==> src/hw/rtl/closest_pair_brute_force_top_assert.svh <==
// ---------------------------------------------------------------------------
// closest pair assertion macros
// shared assertion forms, all clocked on clk and disabled while rst is high
// ---------------------------------------------------------------------------
`ifndef CLOSEST_PAIR_BRUTE_FORCE_TOP_ASSERT_SVH
`define CLOSEST_PAIR_BRUTE_FORCE_TOP_ASSERT_SVH

// condition holds at every edge
`define CPBF_ASSERT_ALWAYS(label, cond, msg) \
  label: assert property (@(posedge clk) disable iff (rst) (cond)) else $error(msg);

// consequence holds in the same cycle
`define CPBF_ASSERT_IMP(label, ante, cons, msg) \
  label: assert property (@(posedge clk) disable iff (rst) (ante) |-> (cons)) else $error(msg);

// consequence holds in the next cycle
`define CPBF_ASSERT_NXT(label, ante, cons, msg) \
  label: assert property (@(posedge clk) disable iff (rst) (ante) |=> (cons)) else $error(msg);

`endif

==> src/hw/rtl/cpbf_pkg.sv <==
// ---------------------------------------------------------------------------
// closest pair package
// default sizes shared by the closest pair modules
// ---------------------------------------------------------------------------
`default_nettype none

package cpbf_pkg;

  localparam int MAX_POINTS_DEF = 64;
  localparam int COORD_BITS_DEF = 16;
  localparam int FRAC_BITS_DEF  = 8;

endpackage

`default_nettype wire

==> src/hw/rtl/cpbf_ram.sv <==
// ---------------------------------------------------------------------------
// generic ram
// one write port, one read port, read data registered
// ---------------------------------------------------------------------------
`default_nettype none

module cpbf_ram #(
  parameter int WIDTH = 32,
  parameter int DEPTH = 64
) (
  input  wire logic                     clk,
  input  wire logic                     wr_en,
  input  wire logic [$clog2(DEPTH)-1:0] wr_addr,
  input  wire logic [WIDTH-1:0]         wr_data,
  input  wire logic                     rd_en,
  input  wire logic [$clog2(DEPTH)-1:0] rd_addr,
  output logic      [WIDTH-1:0]         rd_data
);

  logic [WIDTH-1:0] mem [DEPTH];

  always_ff @(posedge clk) begin
    if (wr_en) begin
      mem[wr_addr] <= wr_data;
    end
  end

  always_ff @(posedge clk) begin
    if (rd_en) begin
      rd_data <= mem[rd_addr];
    end
  end

endmodule

`default_nettype wire

==> src/hw/rtl/cpbf_dist.sv <==
// ---------------------------------------------------------------------------
// squared distance pipeline
// three stages: absolute differences, squares, sum; points travel alongside
// ---------------------------------------------------------------------------
`default_nettype none

module cpbf_dist #(
  parameter int COORD_BITS = cpbf_pkg::COORD_BITS_DEF
) (
  input  wire logic                         clk,
  input  wire logic                         rst,
  input  wire logic                         in_valid,
  input  wire logic signed [COORD_BITS-1:0] ax,
  input  wire logic signed [COORD_BITS-1:0] ay,
  input  wire logic signed [COORD_BITS-1:0] bx,
  input  wire logic signed [COORD_BITS-1:0] by,
  output logic                              out_valid,
  output logic        [4*COORD_BITS-1:0]    out_pts,  // ax, ay, bx, by from lsb
  output logic        [2*COORD_BITS:0]      out_sq,
  output logic                              busy
);

  localparam int C = COORD_BITS;

  logic signed [C:0]   dx, dy;
  logic        [C:0]   adx, ady;

  logic                v1, v2;
  logic [C-1:0]        abs_x, abs_y;
  logic [4*C-1:0]      pts1, pts2;
  logic [2*C-1:0]      sq_x, sq_y;

  always_comb begin
    dx  = (C+1)'(ax) - (C+1)'(bx);
    dy  = (C+1)'(ay) - (C+1)'(by);
    adx = dx[C] ? (C+1)'(-dx) : (C+1)'(dx);
    ady = dy[C] ? (C+1)'(-dy) : (C+1)'(dy);
  end

  always_ff @(posedge clk) begin
    if (rst) begin
      v1        <= 1'b0;
      v2        <= 1'b0;
      out_valid <= 1'b0;
    end else begin
      v1        <= in_valid;
      v2        <= v1;
      out_valid <= v2;
    end
    abs_x   <= adx[C-1:0];
    abs_y   <= ady[C-1:0];
    pts1    <= {by, bx, ay, ax};
    sq_x    <= abs_x * abs_x;
    sq_y    <= abs_y * abs_y;
    pts2    <= pts1;
    // two squares of at most 2^C-1 never overflow 2C+1 bits
    out_sq  <= (2*C+1)'(sq_x) + (2*C+1)'(sq_y);
    out_pts <= pts2;
  end

  assign busy = v1 | v2 | out_valid;

endmodule

`default_nettype wire

==> src/hw/rtl/cpbf_sqrt.sv <==
// ---------------------------------------------------------------------------
// fixed point square root
// digit-by-digit root, one result bit per cycle, fraction bits appended
// ---------------------------------------------------------------------------
`default_nettype none

module cpbf_sqrt #(
  parameter int COORD_BITS = cpbf_pkg::COORD_BITS_DEF,
  parameter int FRAC_BITS  = cpbf_pkg::FRAC_BITS_DEF
) (
  input  wire logic                              clk,
  input  wire logic                              rst,
  input  wire logic                              start,
  input  wire logic [2*COORD_BITS:0]             radicand,
  output logic                                   busy,
  output logic      [COORD_BITS+FRAC_BITS:0]     root
);

  localparam int DIST_BITS = COORD_BITS + 1 + FRAC_BITS;
  localparam int RAD_W     = 2*DIST_BITS;
  localparam int REM_W     = DIST_BITS + 2;
  localparam int CNT_W     = $clog2(DIST_BITS + 1);

  logic [RAD_W-1:0] rad;
  logic [REM_W-1:0] rem;
  logic [CNT_W-1:0] cnt;
  logic [REM_W-1:0] rem_sh, trial;

  always_comb begin
    rem_sh = {rem[REM_W-3:0], rad[RAD_W-1 -: 2]};
    trial  = {root, 2'b01};
  end

  always_ff @(posedge clk) begin
    if (rst) begin
      busy <= 1'b0;
    end else if (start) begin
      busy <= 1'b1;
    end else if (busy && cnt == CNT_W'(1)) begin
      busy <= 1'b0;
    end

    if (start) begin
      rad  <= RAD_W'(radicand) << (2*FRAC_BITS);
      rem  <= '0;
      root <= '0;
      cnt  <= CNT_W'(DIST_BITS);
    end else if (busy) begin
      rad <= rad << 2;
      cnt <= cnt - CNT_W'(1);
      if (rem_sh >= trial) begin
        rem  <= rem_sh - trial;
        root <= {root[DIST_BITS-2:0], 1'b1};
      end else begin
        rem  <= rem_sh;
        root <= {root[DIST_BITS-2:0], 1'b0};
      end
    end
  end

endmodule

`default_nettype wire

==> src/hw/rtl/closest_pair_brute_force_top.sv <==
// ---------------------------------------------------------------------------
// closest pair of points, brute force
// stores a set of points and reports the closest pair once the set ends
// ---------------------------------------------------------------------------
// usage:
//   points arrive on the s_ channel, one per transaction; s_tlast marks the
//   final point of a set and starts the search. one result per set leaves on
//   the m_ channel: the closest pair (earliest on ties), its squared distance
//   and the distance in fixed point. m_tuser carries pair_valid and
//   overflowed. points beyond MAX_POINTS are dropped and flagged.
// timing:
//   loading accepts one point per cycle. the search reads point i once and then
//   streams the later points through the single read port of the point ram;
//   when a pair was found, the root unit then yields the distance one bit a
//   cycle, and the result register is loaded. while searching, s_tready is low.
// reset and stall:
//   rst clears the point count, overflow flag and output valid; the ram is not
//   cleared. the result sits in an output register; the next set loads while
//   it waits, and a finished search holds until m_tready frees that register.
// ---------------------------------------------------------------------------
`default_nettype none
`include "closest_pair_brute_force_top_assert.svh"

module closest_pair_brute_force_top #(
  parameter int MAX_POINTS = cpbf_pkg::MAX_POINTS_DEF,
  parameter int COORD_BITS = cpbf_pkg::COORD_BITS_DEF,
  parameter int FRAC_BITS  = cpbf_pkg::FRAC_BITS_DEF,
  localparam int IN_W  = ((2*COORD_BITS + 7) / 8) * 8,
  localparam int OUT_F = 7*COORD_BITS + 2 + FRAC_BITS,
  localparam int OUT_W = ((OUT_F + 7) / 8) * 8
) (
  input  wire logic             clk,
  input  wire logic             rst,
  input  wire logic             s_tvalid,
  output logic                  s_tready,
  input  wire logic [IN_W-1:0]  s_tdata,   // point_x, point_y, zero pad
  input  wire logic             s_tlast,   // last_point
  output logic                  m_tvalid,
  input  wire logic             m_tready,
  // first_x, first_y, second_x, second_y, squared_distance, distance_fixed, pad
  output logic      [OUT_W-1:0] m_tdata,
  output logic      [1:0]       m_tuser    // pair_valid, overflowed
);

  localparam int C         = COORD_BITS;
  localparam int AW        = $clog2(MAX_POINTS);
  localparam int CW        = $clog2(MAX_POINTS + 1);
  localparam int SQ_BITS   = 2*C + 1;
  localparam int DIST_BITS = C + 1 + FRAC_BITS;

  typedef enum logic [2:0] {
    S_LOAD, S_RDI, S_LATI, S_SCAN, S_DRAIN, S_SQRT, S_FIN
  } state_t;

  state_t state;

  logic [CW-1:0] count, cnt_after, i, j;
  logic          ovf, found, rd_pend;
  logic          accept, room;

  logic            ram_wr_en, ram_rd_en;
  logic [AW-1:0]   ram_rd_addr;
  logic [2*C-1:0]  ram_rd_data;

  logic signed [C-1:0] pi_x, pi_y;

  logic                d_valid, dist_busy;
  logic [4*C-1:0]      d_pts, best_pts;
  logic [SQ_BITS-1:0]  d_sq, best_sq;

  logic                 sqrt_start, sqrt_busy;
  logic [DIST_BITS-1:0] sqrt_root;

  logic [OUT_F-1:0] out_pack;
  logic             out_free, better, drain_done;

  assign accept     = s_tvalid && s_tready;
  assign s_tready   = (state == S_LOAD);
  assign room       = count < CW'(MAX_POINTS);
  assign cnt_after  = count + CW'(room);
  assign ram_wr_en  = accept && room;
  assign out_free   = !m_tvalid || m_tready;
  assign better     = d_valid && (!found || d_sq < best_sq);
  assign drain_done = !rd_pend && !dist_busy;
  assign sqrt_start = (state == S_DRAIN) && drain_done && found;

  always_comb begin
    ram_rd_en   = 1'b0;
    ram_rd_addr = j[AW-1:0];
    case (state)
      S_RDI: begin
        ram_rd_en   = 1'b1;
        ram_rd_addr = i[AW-1:0];
      end
      S_LATI: ram_rd_en = 1'b1;
      S_SCAN: ram_rd_en = j < count;
      default: ram_rd_en = 1'b0;
    endcase
  end

  cpbf_ram #(
    .WIDTH (2*C),
    .DEPTH (MAX_POINTS)
  ) u_points (
    .clk     (clk),
    .wr_en   (ram_wr_en),
    .wr_addr (count[AW-1:0]),
    .wr_data (s_tdata[2*C-1:0]),
    .rd_en   (ram_rd_en),
    .rd_addr (ram_rd_addr),
    .rd_data (ram_rd_data)
  );

  cpbf_dist #(
    .COORD_BITS (C)
  ) u_dist (
    .clk       (clk),
    .rst       (rst),
    .in_valid  (rd_pend),
    .ax        (pi_x),
    .ay        (pi_y),
    .bx        (ram_rd_data[C-1:0]),
    .by        (ram_rd_data[2*C-1:C]),
    .out_valid (d_valid),
    .out_pts   (d_pts),
    .out_sq    (d_sq),
    .busy      (dist_busy)
  );

  cpbf_sqrt #(
    .COORD_BITS (C),
    .FRAC_BITS  (FRAC_BITS)
  ) u_sqrt (
    .clk      (clk),
    .rst      (rst),
    .start    (sqrt_start),
    .radicand (best_sq),
    .busy     (sqrt_busy),
    .root     (sqrt_root)
  );

  // all fields zero when fewer than two points were stored
  assign out_pack = found ? {sqrt_root, best_sq, best_pts} : '0;

  always_ff @(posedge clk) begin
    if (rst) begin
      state    <= S_LOAD;
      count    <= '0;
      ovf      <= 1'b0;
      found    <= 1'b0;
      rd_pend  <= 1'b0;
      m_tvalid <= 1'b0;
    end else begin
      rd_pend <= ram_rd_en && (state != S_RDI);
      if (m_tvalid && m_tready && state != S_FIN) begin
        m_tvalid <= 1'b0;
      end
      if (better) begin
        found <= 1'b1;
      end

      case (state)
        S_LOAD: begin
          if (accept) begin
            count <= cnt_after;
            if (!room) begin
              ovf <= 1'b1;
            end
            if (s_tlast) begin
              i     <= '0;
              state <= (cnt_after < CW'(2)) ? S_FIN : S_RDI;
            end
          end
        end
        S_RDI: begin
          j     <= i + CW'(1);
          state <= S_LATI;
        end
        S_LATI: begin
          pi_x  <= ram_rd_data[C-1:0];
          pi_y  <= ram_rd_data[2*C-1:C];
          j     <= j + CW'(1);
          state <= S_SCAN;
        end
        S_SCAN: begin
          if (j < count) begin
            j <= j + CW'(1);
          end else if ((CW+1)'(i) + (CW+1)'(2) < (CW+1)'(count)) begin
            i     <= i + CW'(1);
            state <= S_RDI;
          end else begin
            state <= S_DRAIN;
          end
        end
        S_DRAIN: begin
          if (drain_done) begin
            state <= found ? S_SQRT : S_FIN;
          end
        end
        S_SQRT: begin
          if (!sqrt_busy) begin
            state <= S_FIN;
          end
        end
        S_FIN: begin
          if (out_free) begin
            m_tvalid <= 1'b1;
            m_tdata  <= OUT_W'(out_pack);
            m_tuser  <= {ovf, found};
            count    <= '0;
            ovf      <= 1'b0;
            found    <= 1'b0;
            state    <= S_LOAD;
          end
        end
        default: state <= S_LOAD;
      endcase
    end

    if (better) begin
      best_sq  <= d_sq;
      best_pts <= d_pts;
    end
  end

  `CPBF_ASSERT_ALWAYS(a_count_bound, count <= CW'(MAX_POINTS), "point count beyond capacity")
  `CPBF_ASSERT_IMP(a_write_in_load, ram_wr_en, state == S_LOAD, "ram write outside load")
  `CPBF_ASSERT_IMP(a_pipe_idle_load, state == S_LOAD, !rd_pend && !dist_busy, "search active in load")
  `CPBF_ASSERT_NXT(a_sqrt_runs, sqrt_start, sqrt_busy && state == S_SQRT, "root unit not started")
  `CPBF_ASSERT_IMP(a_no_pair_zero, m_tvalid && !m_tuser[0], m_tdata == '0, "invalid result not zero")

endmodule

`default_nettype wire

==> config.mk <==
export PLATFORM = sky130hd
export DESIGN_NAME = closest_pair_brute_force_top
export DESIGN_NICKNAME = d
export VERILOG_FILES = /design/src/hw/rtl/cpbf_pkg.sv /design/src/hw/rtl/cpbf_ram.sv /design/src/hw/rtl/cpbf_dist.sv /design/src/hw/rtl/cpbf_sqrt.sv /design/src/hw/rtl/closest_pair_brute_force_top.sv
export VERILOG_INCLUDE_DIRS = /design/src /design/src/hw/rtl
export SDC_FILE = /design/constraint.sdc
export NUM_CORES = 2
export LEC_CHECK = 0
export CORE_MARGIN = 2
export CORE_UTILIZATION = 45
export CTS_CLUSTER_DIAMETER = 80
export CTS_CLUSTER_SIZE = 10
export DETAILED_ROUTE_END_ITERATION = 16
export DONT_BUFFER_PORTS = 1
export SYNTH_ARGS = -nofsm -noshare
export SYNTH_HDL_FRONTEND = slang
export SYNTH_SLANG_ARGS = --single-unit
==> constraint.sdc <==
create_clock -name clk -period 10.4 [get_ports clk]
set_clock_uncertainty 0.05 [all_clocks]
set_input_delay 2.6 -clock clk [delete_from_list [all_inputs] [get_ports clk]]
set_output_delay 2.6 -clock clk [all_outputs]
set_load 0.02 [all_outputs]
==> flow_metrics.tcl <==
set metrics [dict create \
    status "complete, no violations" \
    ios 169 \
    area_delta_synth_final_pct 10.7 \
    critPathLaunchType "register" \
    firstDrtPassIters 6 \
    synth-edff-count 2380 \
    hold_start "u_dist.pts1[40]" \
    drv_cap 0 \
    path_max_fanout 13 \
    cts_buffer_depth 4 \
    filler_cell_count 23000 \
    avgViaCountPerCell 5.68 \
    place.port_buffers 0 \
    ys_seq_area_frac 0.647 \
    avgSynthCellArea_um2 12.4 \
    h-tree-depth 5 \
    cts_setup_buffers 0 \
    vias 76800 \
    drc_errors 0 \
    cts-root-buf "clkbuf_16" \
    grt_antenna_before_repair 13 \
    die_y_um 526 \
    initialDrtViolationCount 7150 \
    drt-wirelength-per-cell_um 23.7 \
    clk_latency_ns 0.89 \
    setup_tns_ns 0 \
    floorplan.initialDensity 0.453 \
    slew_headroom 0.218 \
    grt_usage 0.228 \
    dp_hpwl_um 187000 \
    critPathKind "register to register" \
    cts_resized 0 \
    grt_max_degree 152 \
    postRouteAntennaNets 0 \
    multi_input_area_um2 39200 \
    grt_pass1_vias 75500 \
    reg2reg_from "u_dist.abs_y[3]" \
    drive_gt1_frac 0.0611 \
    layout_min_cycle_time_ns 7.41 \
    hold_viol_final 0 \
    grt_pass1_wl_um 480000 \
    synth_cell_types 85 \
    period_share 0.712 \
    cp-end-kind "register" \
    yosys_warnings 0 \
    hp-class "register to register" \
    worst_ep_arrival_time_ns 8.10 \
    synthesis.area_um2 123000 \
    ctsHoldBuffers 0 \
    required_ns 11.09 \
    worstMarginPinSlew_ns 1.17 \
    clock-sinks 2773 \
    synthArstFlopShare 0 \
    place_ws_ns 2.99 \
    slew_viol_final 0 \
    die_w_um 526 \
    grt_setup_unrepaired "no" \
    tritoncts "done" \
    coreArea_um2 271000 \
    netlist_instances 9922 \
    setup_viol_count_final 0 \
    grt-ovfl-total 0 \
    final_nets 10500 \
    rows 191 \
    clk_pin_slew_ns 0.06 \
    synth-seq-cells 2773 \
    ys.flop_type "edfxtp_1" \
    gp_congestion 0.839 \
    numCtsBuffers 325 \
    fmax_mhz 135 \
    die_area_um2 277000 \
    regArea_um2 79300 \
    drt-total-wl_um 320000 \
    worst_slack_ns 2.99 \
    worstSetupStartpoint "u_dist.abs_y[3]" \
]
-- path summary, 6_finish.rpt --
kind,end,slack [ns],depth (start not counted)
max,u_dist.sq_y[29],2.99,21
max reg2reg,u_dist.sq_y[29],2.99,21
min,u_dist.pts2[40],0.24,0
min reg2reg,u_dist.pts2[40],0.24,0
-- stage by stage --
| step | instance area (um^2) | util | hold WS [ns] | std cells |
|---|---|---|---|---|
| final | 136000 | 0.501 | 0.244 | 13500 |
| after global routing | 136000 | 0.501 | 0.262 | 13500 |
| after CTS | 136000 | 0.501 | 0.251 | 13500 |
| after detailed placement | 127000 | 0.468 | 0.262 | 13100 |
| after global placement | 127000 | 0.468 | 0.262 | 13100 |
| after floorplan | 123000 | - | 0.260 | 9927 |
-- sequential cells by signal, indices dropped and copies added, names as in the netlist, 2 cells and up --
signal            count
u_sqrt.rad           34
u_dist.pts2          64
u_sqrt.cnt            5
count                 7
j                     7
m_tdata             122
best_sq              33
u_dist.out_sq        33
i                     7
u_points.mem       2048
m_tuser               2
u_sqrt.rem           25
state                 3
best_pts             64
u_dist.abs_x         16
u_points.rd_data     32
u_dist.abs_y         16
u_dist.out_pts       64
u_dist.sq_y          31
u_sqrt.root          25
u_dist.sq_x          31
pi_y                 16
u_dist.pts1          64
pi_x                 16
-- Yosys cell counts, drive strengths merged (10+ instances only) --
library cell | count | area [um^2]
edfxtp | 2380 | 71500
nand2 | 2300 | 8630
inv | 638 | 2390
nand3 | 553 | 2770
clkbuf | 403 | 1510
dfxtp | 393 | 7870
a311oi | 388 | 3400
ha | 345 | 4320
fa | 326 | 6530
and3 | 274 | 1710
nor2 | 261 | 980
a21oi | 260 | 1310
and2 | 207 | 1290
a31oi | 151 | 945
buf | 149 | 738
o21ai | 136 | 681
xnor2 | 128 | 1120
a211oi | 116 | 893
a21o | 82 | 616
mux2i | 55 | 563
xor2 | 54 | 473
nor3 | 43 | 220
nand2b | 32 | 200
nor2b | 28 | 175
o21a | 21 | 158
nand4 | 20 | 125
o21bai | 18 | 135
o211ai | 12 | 95.1
o31ai | 11 | 82.6
or2 | 11 | 68.8
or3 | 10 | 62.6
-- logic make-up after synthesis --
kind of cell    after synthesis  synth area share
compound gates             1270            0.0733
mux                          62           0.00524
flops                      2773             0.647
simple gates               3772             0.135
buf+inv                    1191            0.0379
other cells                   1         0.0000306
fa+ha+maj                   671            0.0885
xor+xnor                    182            0.0130
-- critical path: stages, from the launching register on --
cell and delay (ns):
dfxtp_1 0.79, inv_1 0.31, nor2_1 0.32, ha_1 0.31
xor2_1 0.20, fa_1 0.55, inv_1 0.06, fa_1 0.48
fa_1 0.45, fa_1 0.51, inv_1 0.05, fa_1 0.48
inv_1 0.05, ha_1 0.36, a2111oi_0 0.42, o21ai_0 0.19
o211a_1 0.26, a2111oi_2 0.54, a21oi_1 0.22, a311o_1 0.39
a21oi_1 0.19, xnor2_1 0.13
-- layout by cell type, fill, tap and decap left out, types with 32 or more instances in the layout --
| master | synthesis | final |
|---|---|---|
| edfxtp_1 | 2380 | 2380 |
| nand2_1 | 2300 | 2300 |
| inv_1 | 638 | 638 |
| nand3_1 | 553 | 553 |
| dfxtp_1 | 393 | 391 |
| a311oi_1 | 388 | 388 |
| ha_1 | 345 | 345 |
| clkbuf_16 | 0 | 333 |
| fa_1 | 326 | 326 |
| and3_1 | 274 | 274 |
| a21oi_1 | 258 | 258 |
| and2_1 | 207 | 207 |
| nor2_1 | 261 | 196 |
| a31oi_1 | 151 | 151 |
| o21ai_0 | 131 | 131 |
| xnor2_1 | 128 | 128 |
| buf_4 | 8 | 114 |
| a211oi_1 | 113 | 113 |
| a21o_1 | 82 | 81 |
| clkbuf_1 | 403 | 69 |
| nor2_4 | 0 | 64 |
| xor2_1 | 54 | 54 |
| mux2i_1 | 54 | 50 |
| nor3_1 | 42 | 41 |
| nand2b_1 | 32 | 32 |
-- layer usage --
layer | vias to the layer above | global-route usage | share of wire
li1 | 34900 | - | -
met3 | 513 | 0.0288 | 0.065
met2 | 2817 | 0.381 | 0.48
met4 | 2 | 0.0704 | 0.029
met1 | 38500 | 0.309 | 0.42
met5 | - | 0 | 0.000034
-- cell type report --
| cell class | count | area share |
|---|---|---|
| Antenna cell | 1 | 0.0000184 |
| Clock buffer | 402 | 0.0633 |
| Timing Repair Buffer | 139 | 0.0100 |
| Sequential cell | 2773 | 0.585 |
| Inverter | 639 | 0.0177 |
| Multi-Input combinational cell | 5963 | 0.289 |
| Tap cell | 3570 | 0.0329 |
| Clock inverter | 23 | 0.00217 |
Power is not shown: default switching activity piles up to over one toggle a cycle in this logic, so the estimate is an artifact.
